### config.mk
export PLATFORM = sky130hd
export DESIGN_NAME = ring_nearest_address_search
export DESIGN_NICKNAME = d
export VERILOG_FILES = /design/src/rtl/rnas_pkg.sv /design/src/rtl/rnas_store.sv /design/src/rtl/rnas_dist.sv /design/src/rtl/ring_nearest_address_search.sv
export VERILOG_INCLUDE_DIRS = /design/src /design/src/rtl
export SDC_FILE = /design/constraint.sdc
export NUM_CORES = 2
export LEC_CHECK = 0
export BUFFER_PORTS_ARGS = -buffer_cell sky130_fd_sc_hd__buf_2
export CAP_MARGIN = 20
export CELL_PAD_IN_SITES_DETAIL_PLACEMENT = 2
export CELL_PAD_IN_SITES_GLOBAL_PLACEMENT = 2
export CORE_MARGIN = 8
export CORE_UTILIZATION = 40
export DETAILED_ROUTE_END_ITERATION = 10
export PLACE_DENSITY_LB_ADDON = 0.1
export SETUP_SLACK_MARGIN = 0.05
export SYNTH_ARGS = -nofsm -noshare
export SYNTH_HDL_FRONTEND = slang
export SYNTH_SLANG_ARGS = --single-unit
### constraint.sdc
create_clock -name aclk -period 12.8 [get_ports aclk]
set_input_delay 1.92 -clock aclk [delete_from_list [all_inputs] [get_ports aclk]]
set_output_delay 1.92 -clock aclk [all_outputs]
set_load 0.02 [all_outputs]
### src/rtl/ring_nearest_address_search_macros.svh
// Assertion macros for the ring nearest-address search block.
// Included by the top level only; no other dependencies.
`ifndef RING_NEAREST_ADDRESS_SEARCH_MACROS_SVH
`define RING_NEAREST_ADDRESS_SEARCH_MACROS_SVH

// cond must never hold outside reset
`define RNAS_ASSERT_NEVER(label, clk, rstn, cond, msg) \
    label: assert property (@(posedge clk) disable iff (!rstn) !(cond)) else $error(msg);

// ante in a cycle implies cons in the same cycle
`define RNAS_ASSERT_SAME(label, clk, rstn, ante, cons, msg) \
    label: assert property (@(posedge clk) disable iff (!rstn) (ante) |-> (cons)) else $error(msg);

// ante in a cycle implies cons in the next cycle
`define RNAS_ASSERT_NEXT(label, clk, rstn, ante, cons, msg) \
    label: assert property (@(posedge clk) disable iff (!rstn) (ante) |=> (cons)) else $error(msg);

`endif

### src/rtl/rnas_pkg.sv
// Shared types and codes for the ring nearest-address search block.
// No dependencies; used by rnas_store, rnas_dist and the top level.
package rnas_pkg;

    localparam int ADDR_W = 16;

    // opcodes
    localparam logic [1:0] OP_CLEAR  = 2'd0;
    localparam logic [1:0] OP_INSERT = 2'd1;
    localparam logic [1:0] OP_QUERY  = 2'd2;

    // result status codes
    localparam logic [1:0] ST_OK    = 2'd0;
    localparam logic [1:0] ST_DUP   = 2'd1;
    localparam logic [1:0] ST_FULL  = 2'd2;
    localparam logic [1:0] ST_EMPTY = 2'd3;

    // one scanned entry with its distance to the target
    typedef struct packed {
        logic              valid;
        logic [ADDR_W-1:0] addr;
        logic [ADDR_W-1:0] gap;
    } cand_t;

endpackage

### src/rtl/rnas_store.sv
// Address table: synchronous single-write, single-read memory with a registered read port.
// Depends on rnas_pkg for the address width.
module rnas_store #(
    parameter int DEPTH = 256,
    parameter int IW    = 8
) (
    input  logic                      aclk,
    input  logic                      we,
    input  logic [IW-1:0]             waddr,
    input  logic [rnas_pkg::ADDR_W-1:0] wdata,
    input  logic                      re,
    input  logic [IW-1:0]             raddr,
    output logic [rnas_pkg::ADDR_W-1:0] rdata
);

    logic [rnas_pkg::ADDR_W-1:0] mem [DEPTH];
    logic [rnas_pkg::ADDR_W-1:0] rdata_reg;

    // write port
    always_ff @(posedge aclk) begin
        if (we) begin
            mem[waddr] <= wdata;
        end
    end

    // registered read port
    always_ff @(posedge aclk) begin
        if (re) begin
            rdata_reg <= mem[raddr];
        end
    end

    assign rdata = rdata_reg;

endmodule

### src/rtl/rnas_dist.sv
// Circular distance stage: one stored address against the target, registered.
// Depends on rnas_pkg for cand_t.
module rnas_dist #(
    parameter int RING_SIZE = 65536
) (
    input  logic                        aclk,
    input  logic                        aresetn,
    input  logic                        in_valid,
    input  logic [rnas_pkg::ADDR_W-1:0] in_addr,
    input  logic [rnas_pkg::ADDR_W-1:0] target,
    output rnas_pkg::cand_t             cand
);

    localparam logic [16:0] RING17 = 17'(RING_SIZE);

    logic [16:0] diff;
    logic [16:0] wrap;
    logic [16:0] dmin;
    rnas_pkg::cand_t cand_reg;

    // |a-b| and the way around the other side
    always_comb begin
        if (in_addr >= target) begin
            diff = {1'b0, in_addr} - {1'b0, target};
        end else begin
            diff = {1'b0, target} - {1'b0, in_addr};
        end
        wrap = RING17 - diff;
        dmin = (diff < wrap) ? diff : wrap;
    end

    always_ff @(posedge aclk) begin
        if (!aresetn) begin
            cand_reg.valid <= 1'b0;
        end else begin
            cand_reg.valid <= in_valid;
        end
        cand_reg.addr <= in_addr;
        cand_reg.gap  <= dmin[15:0];
    end

    assign cand = cand_reg;

endmodule

### src/rtl/ring_nearest_address_search.sv
// Top level of the ring nearest-address search: control sequencer, scan compare, output register.
// Depends on rnas_pkg, rnas_store, rnas_dist and ring_nearest_address_search_macros.svh.
//
//  channel | dir | handshake          | beat contents
//  s_      | in  | s_tvalid/s_tready  | opcode, ring_address
//  m_      | out | m_tvalid/m_tready  | nearest_address, ring_distance, status
//
// Each beat goes through modulo reduction in S_MUL and S_RED, then insert and query scan
// the table at one entry per cycle through the memory read port; clear and unused opcodes
// skip the scan and go straight from S_RED to S_DONE.
// The table memory has no reset; of the table state only count_reg is cleared by aresetn.
// A held result stalls the sequencer only at its final step; the next beat is taken
// while the result waits in the output register.
`include "ring_nearest_address_search_macros.svh"

module ring_nearest_address_search #(
    parameter int MAX_NODES = 256,
    parameter int RING_SIZE = 65536
) (
    input  logic        aclk,
    input  logic        aresetn,
    input  logic        s_tvalid,
    output logic        s_tready,
    input  logic [23:0] s_tdata,   // [1:0] opcode, [17:2] ring_address, [23:18] zero
    output logic        m_tvalid,
    input  logic        m_tready,
    output logic [39:0] m_tdata    // [15:0] nearest_address, [31:16] ring_distance,
                                   // [33:32] status, [39:34] zero
);

    localparam int AW = rnas_pkg::ADDR_W;
    localparam int IW = (MAX_NODES > 1) ? $clog2(MAX_NODES) : 1;
    localparam int CW = $clog2(MAX_NODES + 1);
    localparam logic [CW-1:0] MAX_CNT = CW'(MAX_NODES);
    localparam logic [16:0] RING17 = 17'(RING_SIZE);
    // floor(2^32 / RING_SIZE): quotient estimate is exact or one low
    localparam logic [32:0] RECIP = 33'((64'd1 << 32) / RING_SIZE);

    typedef enum logic [2:0] {S_IDLE, S_MUL, S_RED, S_SCAN, S_DONE} state_t;

    state_t          state_reg;
    logic [1:0]      op_reg;
    logic [AW-1:0]   addr_reg;
    logic [AW-1:0]   quot_reg;
    logic [AW-1:0]   target_reg;
    logic [CW-1:0]   count_reg;
    logic [CW-1:0]   rd_idx_reg;
    logic            rv1_reg;
    logic            best_valid_reg;
    logic [AW-1:0]   best_addr_reg;
    logic [AW-1:0]   best_dist_reg;
    logic            found_reg;
    logic [AW-1:0]   res_near_reg;
    logic [AW-1:0]   res_dist_reg;
    logic [1:0]      res_status_reg;
    logic            m_tvalid_reg;
    logic [39:0]     m_tdata_reg;

    logic [48:0]     prod;
    logic [32:0]     qr;
    logic [16:0]     rem_raw;
    logic [16:0]     rem_fix;
    logic            issue;
    logic            scan_done;
    logic            mem_we;
    logic            take;
    logic            out_free;
    logic [AW-1:0]   rdata;
    rnas_pkg::cand_t cand;

    // address reduction modulo the ring size
    always_comb begin
        prod    = 49'(addr_reg) * 49'(RECIP);
        qr      = 33'(quot_reg) * 33'(RING17);
        rem_raw = {1'b0, addr_reg} - qr[16:0];
        rem_fix = (rem_raw >= RING17) ? (rem_raw - RING17) : rem_raw;
    end

    // scan and write-back control
    always_comb begin
        issue     = (state_reg == S_SCAN) && (rd_idx_reg < count_reg);
        scan_done = (state_reg == S_SCAN) && !issue && !rv1_reg && !cand.valid;
        mem_we    = scan_done && (op_reg == rnas_pkg::OP_INSERT) && !found_reg
                    && (count_reg < MAX_CNT);
        take      = s_tvalid && s_tready;
        out_free  = !m_tvalid_reg || m_tready;
    end

    rnas_store #(
        .DEPTH (MAX_NODES),
        .IW    (IW)
    ) u_store (
        .aclk  (aclk),
        .we    (mem_we),
        .waddr (count_reg[IW-1:0]),
        .wdata (target_reg),
        .re    (issue),
        .raddr (rd_idx_reg[IW-1:0]),
        .rdata (rdata)
    );

    rnas_dist #(
        .RING_SIZE (RING_SIZE)
    ) u_dist (
        .aclk     (aclk),
        .aresetn  (aresetn),
        .in_valid (rv1_reg),
        .in_addr  (rdata),
        .target   (target_reg),
        .cand     (cand)
    );

    // sequencer, scan compare and output register
    always_ff @(posedge aclk) begin
        if (!aresetn) begin
            state_reg      <= S_IDLE;
            count_reg      <= '0;
            rd_idx_reg     <= '0;
            rv1_reg        <= 1'b0;
            best_valid_reg <= 1'b0;
            found_reg      <= 1'b0;
            m_tvalid_reg   <= 1'b0;
        end else begin
            rv1_reg <= issue;
            if (issue) begin
                rd_idx_reg <= rd_idx_reg + 1'b1;
            end

            // keep the closest candidate; ties go to the lower address
            if (cand.valid) begin
                if (!best_valid_reg || (cand.gap < best_dist_reg)
                    || ((cand.gap == best_dist_reg) && (cand.addr < best_addr_reg))) begin
                    best_valid_reg <= 1'b1;
                    best_addr_reg  <= cand.addr;
                    best_dist_reg  <= cand.gap;
                end
                if (cand.gap == '0) begin
                    found_reg <= 1'b1;
                end
            end

            // drop the result once taken; in S_DONE the next result replaces it
            if (m_tvalid_reg && m_tready && (state_reg != S_DONE)) begin
                m_tvalid_reg <= 1'b0;
            end

            case (state_reg)
                S_IDLE: begin
                    if (take) begin
                        op_reg    <= s_tdata[1:0];
                        addr_reg  <= s_tdata[17:2];
                        state_reg <= S_MUL;
                    end
                end
                S_MUL: begin
                    quot_reg  <= prod[47:32];
                    state_reg <= S_RED;
                end
                S_RED: begin
                    target_reg     <= rem_fix[AW-1:0];
                    rd_idx_reg     <= '0;
                    best_valid_reg <= 1'b0;
                    found_reg      <= 1'b0;
                    res_near_reg   <= '0;
                    res_dist_reg   <= '0;
                    res_status_reg <= rnas_pkg::ST_OK;
                    if (op_reg == rnas_pkg::OP_INSERT || op_reg == rnas_pkg::OP_QUERY) begin
                        state_reg <= S_SCAN;
                    end else begin
                        if (op_reg == rnas_pkg::OP_CLEAR) begin
                            count_reg <= '0;
                        end
                        state_reg <= S_DONE;
                    end
                end
                S_SCAN: begin
                    if (scan_done) begin
                        if (op_reg == rnas_pkg::OP_QUERY) begin
                            if (count_reg == '0) begin
                                res_status_reg <= rnas_pkg::ST_EMPTY;
                            end else begin
                                res_near_reg <= best_addr_reg;
                                res_dist_reg <= best_dist_reg;
                            end
                        end else if (found_reg) begin
                            res_status_reg <= rnas_pkg::ST_DUP;
                        end else if (count_reg >= MAX_CNT) begin
                            res_status_reg <= rnas_pkg::ST_FULL;
                        end else begin
                            count_reg <= count_reg + 1'b1;
                        end
                        state_reg <= S_DONE;
                    end
                end
                S_DONE: begin
                    if (out_free) begin
                        m_tvalid_reg <= 1'b1;
                        m_tdata_reg  <= {6'd0, res_status_reg, res_dist_reg, res_near_reg};
                        state_reg    <= S_IDLE;
                    end
                end
                default: begin
                    state_reg <= S_IDLE;
                end
            endcase
        end
    end

    assign s_tready = (state_reg == S_IDLE);
    assign m_tvalid = m_tvalid_reg;
    assign m_tdata  = m_tdata_reg;

    // checks
    `RNAS_ASSERT_NEVER(a_count_bound, aclk, aresetn, count_reg > MAX_CNT, "entry count above table size")
    `RNAS_ASSERT_SAME(a_we_room, aclk, aresetn, mem_we, (count_reg < MAX_CNT) && (op_reg == rnas_pkg::OP_INSERT), "table write without room")
    `RNAS_ASSERT_SAME(a_cand_in_scan, aclk, aresetn, cand.valid || rv1_reg, state_reg == S_SCAN, "scan pipeline busy outside scan")
    `RNAS_ASSERT_NEXT(a_accept_busy, aclk, aresetn, s_tvalid && s_tready, !s_tready, "second beat taken before reduction")

endmodule

# --- Yosys cells after proc, flatten, opt, wreduce, memory -nomap -nowiden ---
# Memories as Yosys holds them, arrays and structs flattened. A register that Yosys moved wholly into a read port is not among the register bits.
# Cells that the tools add are included.
word_totals:
  out_inout_bits: 42
  memories: 1
  ff_bits: 192
  ramBits: 4096
  wordCells: 126
  input_bits: 28
op_classes:
  bitwise: 1
  reduce_logical: 37
  magnitude_cmp: 8
  eq_ne: 20
  addsub: 6
  n_mux: 34
mem_list:
  columns: ["memory", "depth", "word_bits", "read_ports", "rd_clocked_by_memory_dff", "wr", "line_no", "text"]
  rows:
  - ["u_store.mem", 256, 16, 1, 1, 1, "rnas_store.sv:16", "logic [rnas_pkg::ADDR_W-1:0] mem [DEPTH];"]
ops:
  columns: ["operator", "n"]
  rows:
  - ["16-bit two-way mux", 8]
  - ["16-bit one-hot mux with 2 select lines", 2]
  - ["9-bit two-way mux", 6]
  - ["16-bit by 16-bit subtractor with 17-bit output", 2]
  - ["16-bit < comparator", 2]
  - ["9-bit by 1-bit adder with 9-bit output, second input constant", 2]
  - ["9-bit one-hot mux with 2 select lines", 1]
  - ["16-bit by 17-bit >= comparator with 1-bit output, second input constant", 1]
  - ["17-bit < comparator", 1]
  - ["17-bit two-way mux", 1]
  - ["17-bit subtractor, first input constant", 1]
  - ["16-bit equality test", 1]
  - ["16-bit >= comparator", 1]
  - ["16-bit zero test", 1]
  - ["2-bit inequality test, second input constant", 8]
  - ["16-bit by 1-bit subtractor with 16-bit output, second input constant", 1]
  - ["3-bit one-hot mux with 5 select lines", 1]
  - ["3-bit two-way mux", 4]
  - ["3-bit AND reduction", 4]
  - ["1-bit logical AND", 11]
  - ["2-bit two-way mux", 5]
  - ["5-bit AND reduction", 2]
  - ["9-bit >= comparator, second input constant", 1]
  - ["9-bit zero test", 1]
  - ["22 further kinds", 38]

# --- Longest topological paths before layout ---
logic_depth:
  depth_word: 11
  depth_mapped: 26
  mapped_depth_nobuf: 23

# --- Cells and area by module ---
# A second synthesis with hierarchy kept.
hier_totals:
  cells_unflattened: 8266
  hier_area_um2: 168858.2
modules_own_cells:
  columns: ["mod", "cells_per_inst", "instances", "area_each_um2", "seq_area_each_um2"]
  rows:
  - ["rnas_store", 7360, 1, 158874.9, 123478.4]
  - ["ring_nearest_address_search", 481, 1, 6565.0, 4524.3]
  - ["rnas_dist", 425, 1, 3418.3, 660.6]

# --- Worst setup path before layout ---
# No wires, ideal clock.
synth_timing:
  path_kind: "register to register"
  startpoint: "register target_reg[1]"
  endpoint: "register u_dist.cand_reg (netlist bit u_dist.cand[4])"
  slack_ps: 4300
  required_time_ps: 12682
  setup_ps: 118
  synth_period_minus_slack_ps: 8500
  n_path_buf: 2
  stages_incl_launch_ff: 25
  t_arrival_ps: 8383
  cell_sequence: "edfxtp_1 inv_1 ha_1 nor2b_1 o21a_1 o211ai_2 and3_1 buf_2 buf_2 mux2i_1 xor2_1 nand3_1 a211o_1 or3_1 ha_1 inv_1 nor3_1 o21ai_0 o2111ai_1 a31oi_1 a2bb2oi_1 a21oi_1 a21boi_1 o221a_1 o2111a_1"
synth_via:
  elab_chain_len: 5
  word_cells_on_any_way: 7
  cone_classes: "add/sub: 3; order compare: 2; mux: 2"
synth_lines:
  columns: ["item", "line_no", "text"]
  rows:
  - ["start, declared", "ring_nearest_address_search.sv:45", "logic [AW-1:0] target_reg;"]
  - ["start signal, assigned", "ring_nearest_address_search.sv:160", "target_reg <= rem_fix[AW-1:0];"]
  - ["16-bit by 16-bit subtractor with 17-bit output (tied with other cells)", "rnas_dist.sv:26", "diff = {1'b0, target} - {1'b0, in_addr};"]
  - ["17-bit two-way mux *", "rnas_dist.sv:23", "if (in_addr >= target) begin"]
  - ["17-bit subtractor", "rnas_dist.sv:28", "wrap = RING17 - diff;"]
  - ["17-bit < comparator", "rnas_dist.sv:29", "dmin = (diff < wrap) ? diff : wrap;"]
  - ["16-bit two-way mux *", "rnas_dist.sv:29", null]
  - ["net u_dist.dmin[4]", "rnas_dist.sv:18", "logic [16:0] dmin;"]
  - ["end, declared", "rnas_dist.sv:19", "rnas_pkg::cand_t cand_reg;"]
# The timed path passes the listed nets; every way through them passes the cells marked *.
# A chain may end at the register's enable or synchronous reset.

# --- Final worst setup path ---
layout_timing:
  startpoint: "register target_reg[14]"
  endpoint: "register u_dist.cand_reg (netlist bit u_dist.cand[5])"
# The elaborated chain is that of the path after synthesis.

==> impl_metrics.csv <==
group,metric,value,unit
worst_setup_path,r2r-start,"target_reg[14]$_DFFE_PP_",
final_layout,drive_gt1_share,33.26,%
final_layout,area_growth,14.42,%
synthesis,ys_async_sr_fraction,0,%
worst_setup_path,start_kind,"register",
pwr,p_comb_share,1.8,%
sta,relSlewSlack,-13.61,%
pwr,power.leakage,57.29,nW
grt,gr-total-overflow,0,
place,hpwl,283500,um
pwr,clockPowerShare,44.6,%
final_layout,fillerInstances,36613,
synthesis,ys_seq_elements,4304,
synthesis,synth_cells,7092,
detailed_routing,wl,498400,um
detailed_routing,drt_iter0_markers,8325,
pwr,power_switching,6.041,mW
pwr,power_density,152.2,nW/um2
detailed_routing,vias,78417,
synthesis,synth_flop_cell,"edfxtp_1",
detailed_routing,drc_errors,0,
sta,skew,0.06642,ns
clock_tree,cts_tree,"yes",
floorplanning,die-area,437800,um2
synthesis,avgSynthCellArea,23.51,um2
synthesis,ys_warn_count,0,
hold_path,worstHoldPathCells,0,
synthesis,synth_edf_count,4246,
floorplanning,die_y,661.7,um
floorplanning,rows,237,
clock_tree,cts_hold_buf,0,
pwr,swShare,20.80,%
sta,fin_ws,5.387,ns
hold_path,hp-class,"register to register",
status,outcome,"finished with violations",
clock_tree,h-tree-depth,5,
clock_tree,cts_made_buffers,460,
worst_setup_path,worst_r2r_endpoint,"u_dist.cand[5]$_DFF_P_",
floorplanning,io_pins,70,
detailed_routing,routed_via_density,5.806,
final_layout,largest_reg_flops,4096,
worst_setup_path,worstPathArrival,8.28,ns
sta,setup_tns,0,ns
sta,finalHoldViolations,0,
clock_tree,clkSinkCount,4304,
grt,groute.usage.overall,22.44,%
final_layout,nets,7734,
sta,hold_slack,0.4154,ns
floorplanning,die_x,661.7,um
worst_setup_path,rr_worst_depth,22,
synthesis,seq_area_frac_synth,77.15,%
pwr,ir_drop,0.1115,mV
grt,grt_pass1_wl,688600,um
place,port_buffers,57,
clock_tree,clock_latency,1.00,ns
pwr,internal_power,23.00,mW
worst_setup_path,crit_type,"register to register",
sta,final_max_slew_viol_count,80,
floorplanning,initial_core_util,40.08,%
synthesis,synth_cell_types,87,
clock_tree,cts_buffer_depth,4,
clock_tree,cts.clk_slew.worst_paths,0.06,ns
grt,grt_pass1_vias,83874,
place,place_worst_setup_slack,5.410,ns
clock_tree,postCtsResizedCells,0,
clock_tree,post_cts_buffers,0,
worst_setup_path,worst-r2r-setup-slack,5.39,ns
detailed_routing,postRouteAntennaNets,0,
place,gp_congestion,0.7588,
grt,grt_max_degree,196,
synthesis,syn_area,166800,um2
worst_setup_path,endpoint_kind,"register",
hold_path,whs_endpoint,"m_tdata[31]$_DFFE_PP_",
detailed_routing,wl_per_cell,36.90,um
grt,antenna_found_initial,23,
worst_setup_path,worstPathRequired,13.66,ns
final_layout,final_common_cell,"edfxtp_1",
final_layout,layout_common_cells,"edfxtp_1, mux4_2, clkbuf_16",
clock_tree,root_buffer,"clkbuf_16",
worst_setup_path,cp_max_fo,191,
sta,worst_pin_slew,1.704,ns
pwr,p_seq_share,53.7,%
sta,setup_viol,0,
hold_path,hold_path.startpoint,"res_dist_reg[15]$_SDFFCE_PN0P_",
detailed_routing,drtPass1Iterations,5,
sta,final.period_utilization,57.91,%
job,maxCapViolations,0,
floorplanning,core_region_area,416000,um2
sta,fmax,134.9,MHz
status,violations,"max-slew violations",
sta,period_minus_slack,7.413,ns
sta,rsz0062_at_grt,"no",
worst max-delay path: stages, from the launching register on:
cell and delay (ns):
edfxtp_1 0.40, buf_12 0.44, inv_1 0.11, ha_1 0.46, and3_1 0.28, and2b_4 0.21
a22oi_2 0.29, and3_1 0.63, mux2i_1 0.28, xor2_1 0.29, nand3_1 0.19, a211o_1 0.34
or3_1 0.43, ha_1 0.38, inv_1 0.15, nor3_1 0.07, o21ai_0 0.24, o2111ai_1 0.21
a31oi_1 0.22, a2bb2oi_1 0.20, a21oi_1 0.17, o21ai_4 0.50, mux2_1 0.37
layer usage:
layer | up-vias | GRT usage [%] | wire length (um)
met1 | 43870 | 31.49 | 212400
met5 | - | 0 | 0
met3 | 599 | 3.380 | 29130
li1 | 31312 | - | -
met2 | 2636 | 37.03 | 242200
met4 | 0 | 5.823 | 14680
stage by stage:
step	power (mW)	cells	utilization, %	area (um2)
after floorplan	16.17	7097	-	166800
after global placement	16.35	12639	42.33	176100
after detailed placement	16.39	12642	42.34	176100
after CTS	29.35	13477	45.80	190600
after global routing	29.84	13489	45.85	190800
final	29.04	13507	45.86	190800
synthesized netlist by cell type (16+ instances only):
cell type	instances	area (um2)
nand4_1	16	100.1
xnor2_1	22	192.7
nand3_1	19	95.09
dfxtp_1	58	1161
ha_1	88	1101
xor2_1	16	140.1
inv_1	91	341.6
buf_1	105	394.1
edfxtp_1	4246	127500
mux4_2	1359	30610
clkbuf_1	235	882.1
a21o_1	19	142.6
nand2_1	143	536.8
o21ai_0	30	150.1
nor2b_1	19	118.9
nor3_1	19	95.09
nor2_1	354	1329
a21oi_1	50	250.2
and3_1	22	137.6
final cells by class:
class / instances / area (um2) / share of cell area [%]
Antenna cell: 21 / 52.55 / 0.02754
Clock buffer: 557 / 12090 / 6.338
Clock inverter: 278 / 2322 / 1.217
Inverter: 93 / 349.1 / 0.1829
Multi-Input combinational cell: 2334 / 36950 / 19.36
Sequential cell: 4304 / 128700 / 67.44
Tap cell: 5497 / 6878 / 3.605
Timing Repair Buffer: 423 / 3480 / 1.824
worst max-delay path by stage:
stage                        startpoint                      to  slack, ns  depth (start not counted)
6_report       target_reg[14]$_DFFE_PP_  u_dist.cand[5]$_DFF_P_       5.39                         22
5_1_grt         target_reg[6]$_DFFE_PP_  u_dist.cand[6]$_DFF_P_       4.96                         23
4_1_cts         target_reg[6]$_DFFE_PP_  u_dist.cand[4]$_DFF_P_       5.31                         23
3_5_place_dp    target_reg[6]$_DFFE_PP_  u_dist.cand[5]$_DFF_P_       5.41                         22
3_3_place_gp    target_reg[6]$_DFFE_PP_  u_dist.cand[6]$_DFF_P_       5.65                         21
2_1_floorplan   target_reg[1]$_DFFE_PP_  u_dist.cand[4]$_DFF_P_       4.30                         24
power by group through the flow:
stage / registers (mW) / clock network, mW / logic [mW]
after floorplan: 16.0 / 0 / 0.165
after global placement: 15.9 / 0 / 0.468
after detailed placement: 15.9 / 0 / 0.507
after CTS: 15.6 / 13.3 / 0.508
after global routing: 15.6 / 13.7 / 0.553
final: 15.6 / 12.9 / 0.510
logic make-up after synthesis:
family / Yosys count / share of synthesized area, %
flops: 4304 / 77.15
mux: 1377 / 18.47
simple gates: 644 / 1.661
buf+inv: 459 / 1.072
compound gates: 177 / 0.7375
fa+ha+maj: 90 / 0.6842
xor+xnor: 40 / 0.2191
other cells: 1 / 0.002249
Note: power is estimated with default switching activity, not from simulation.
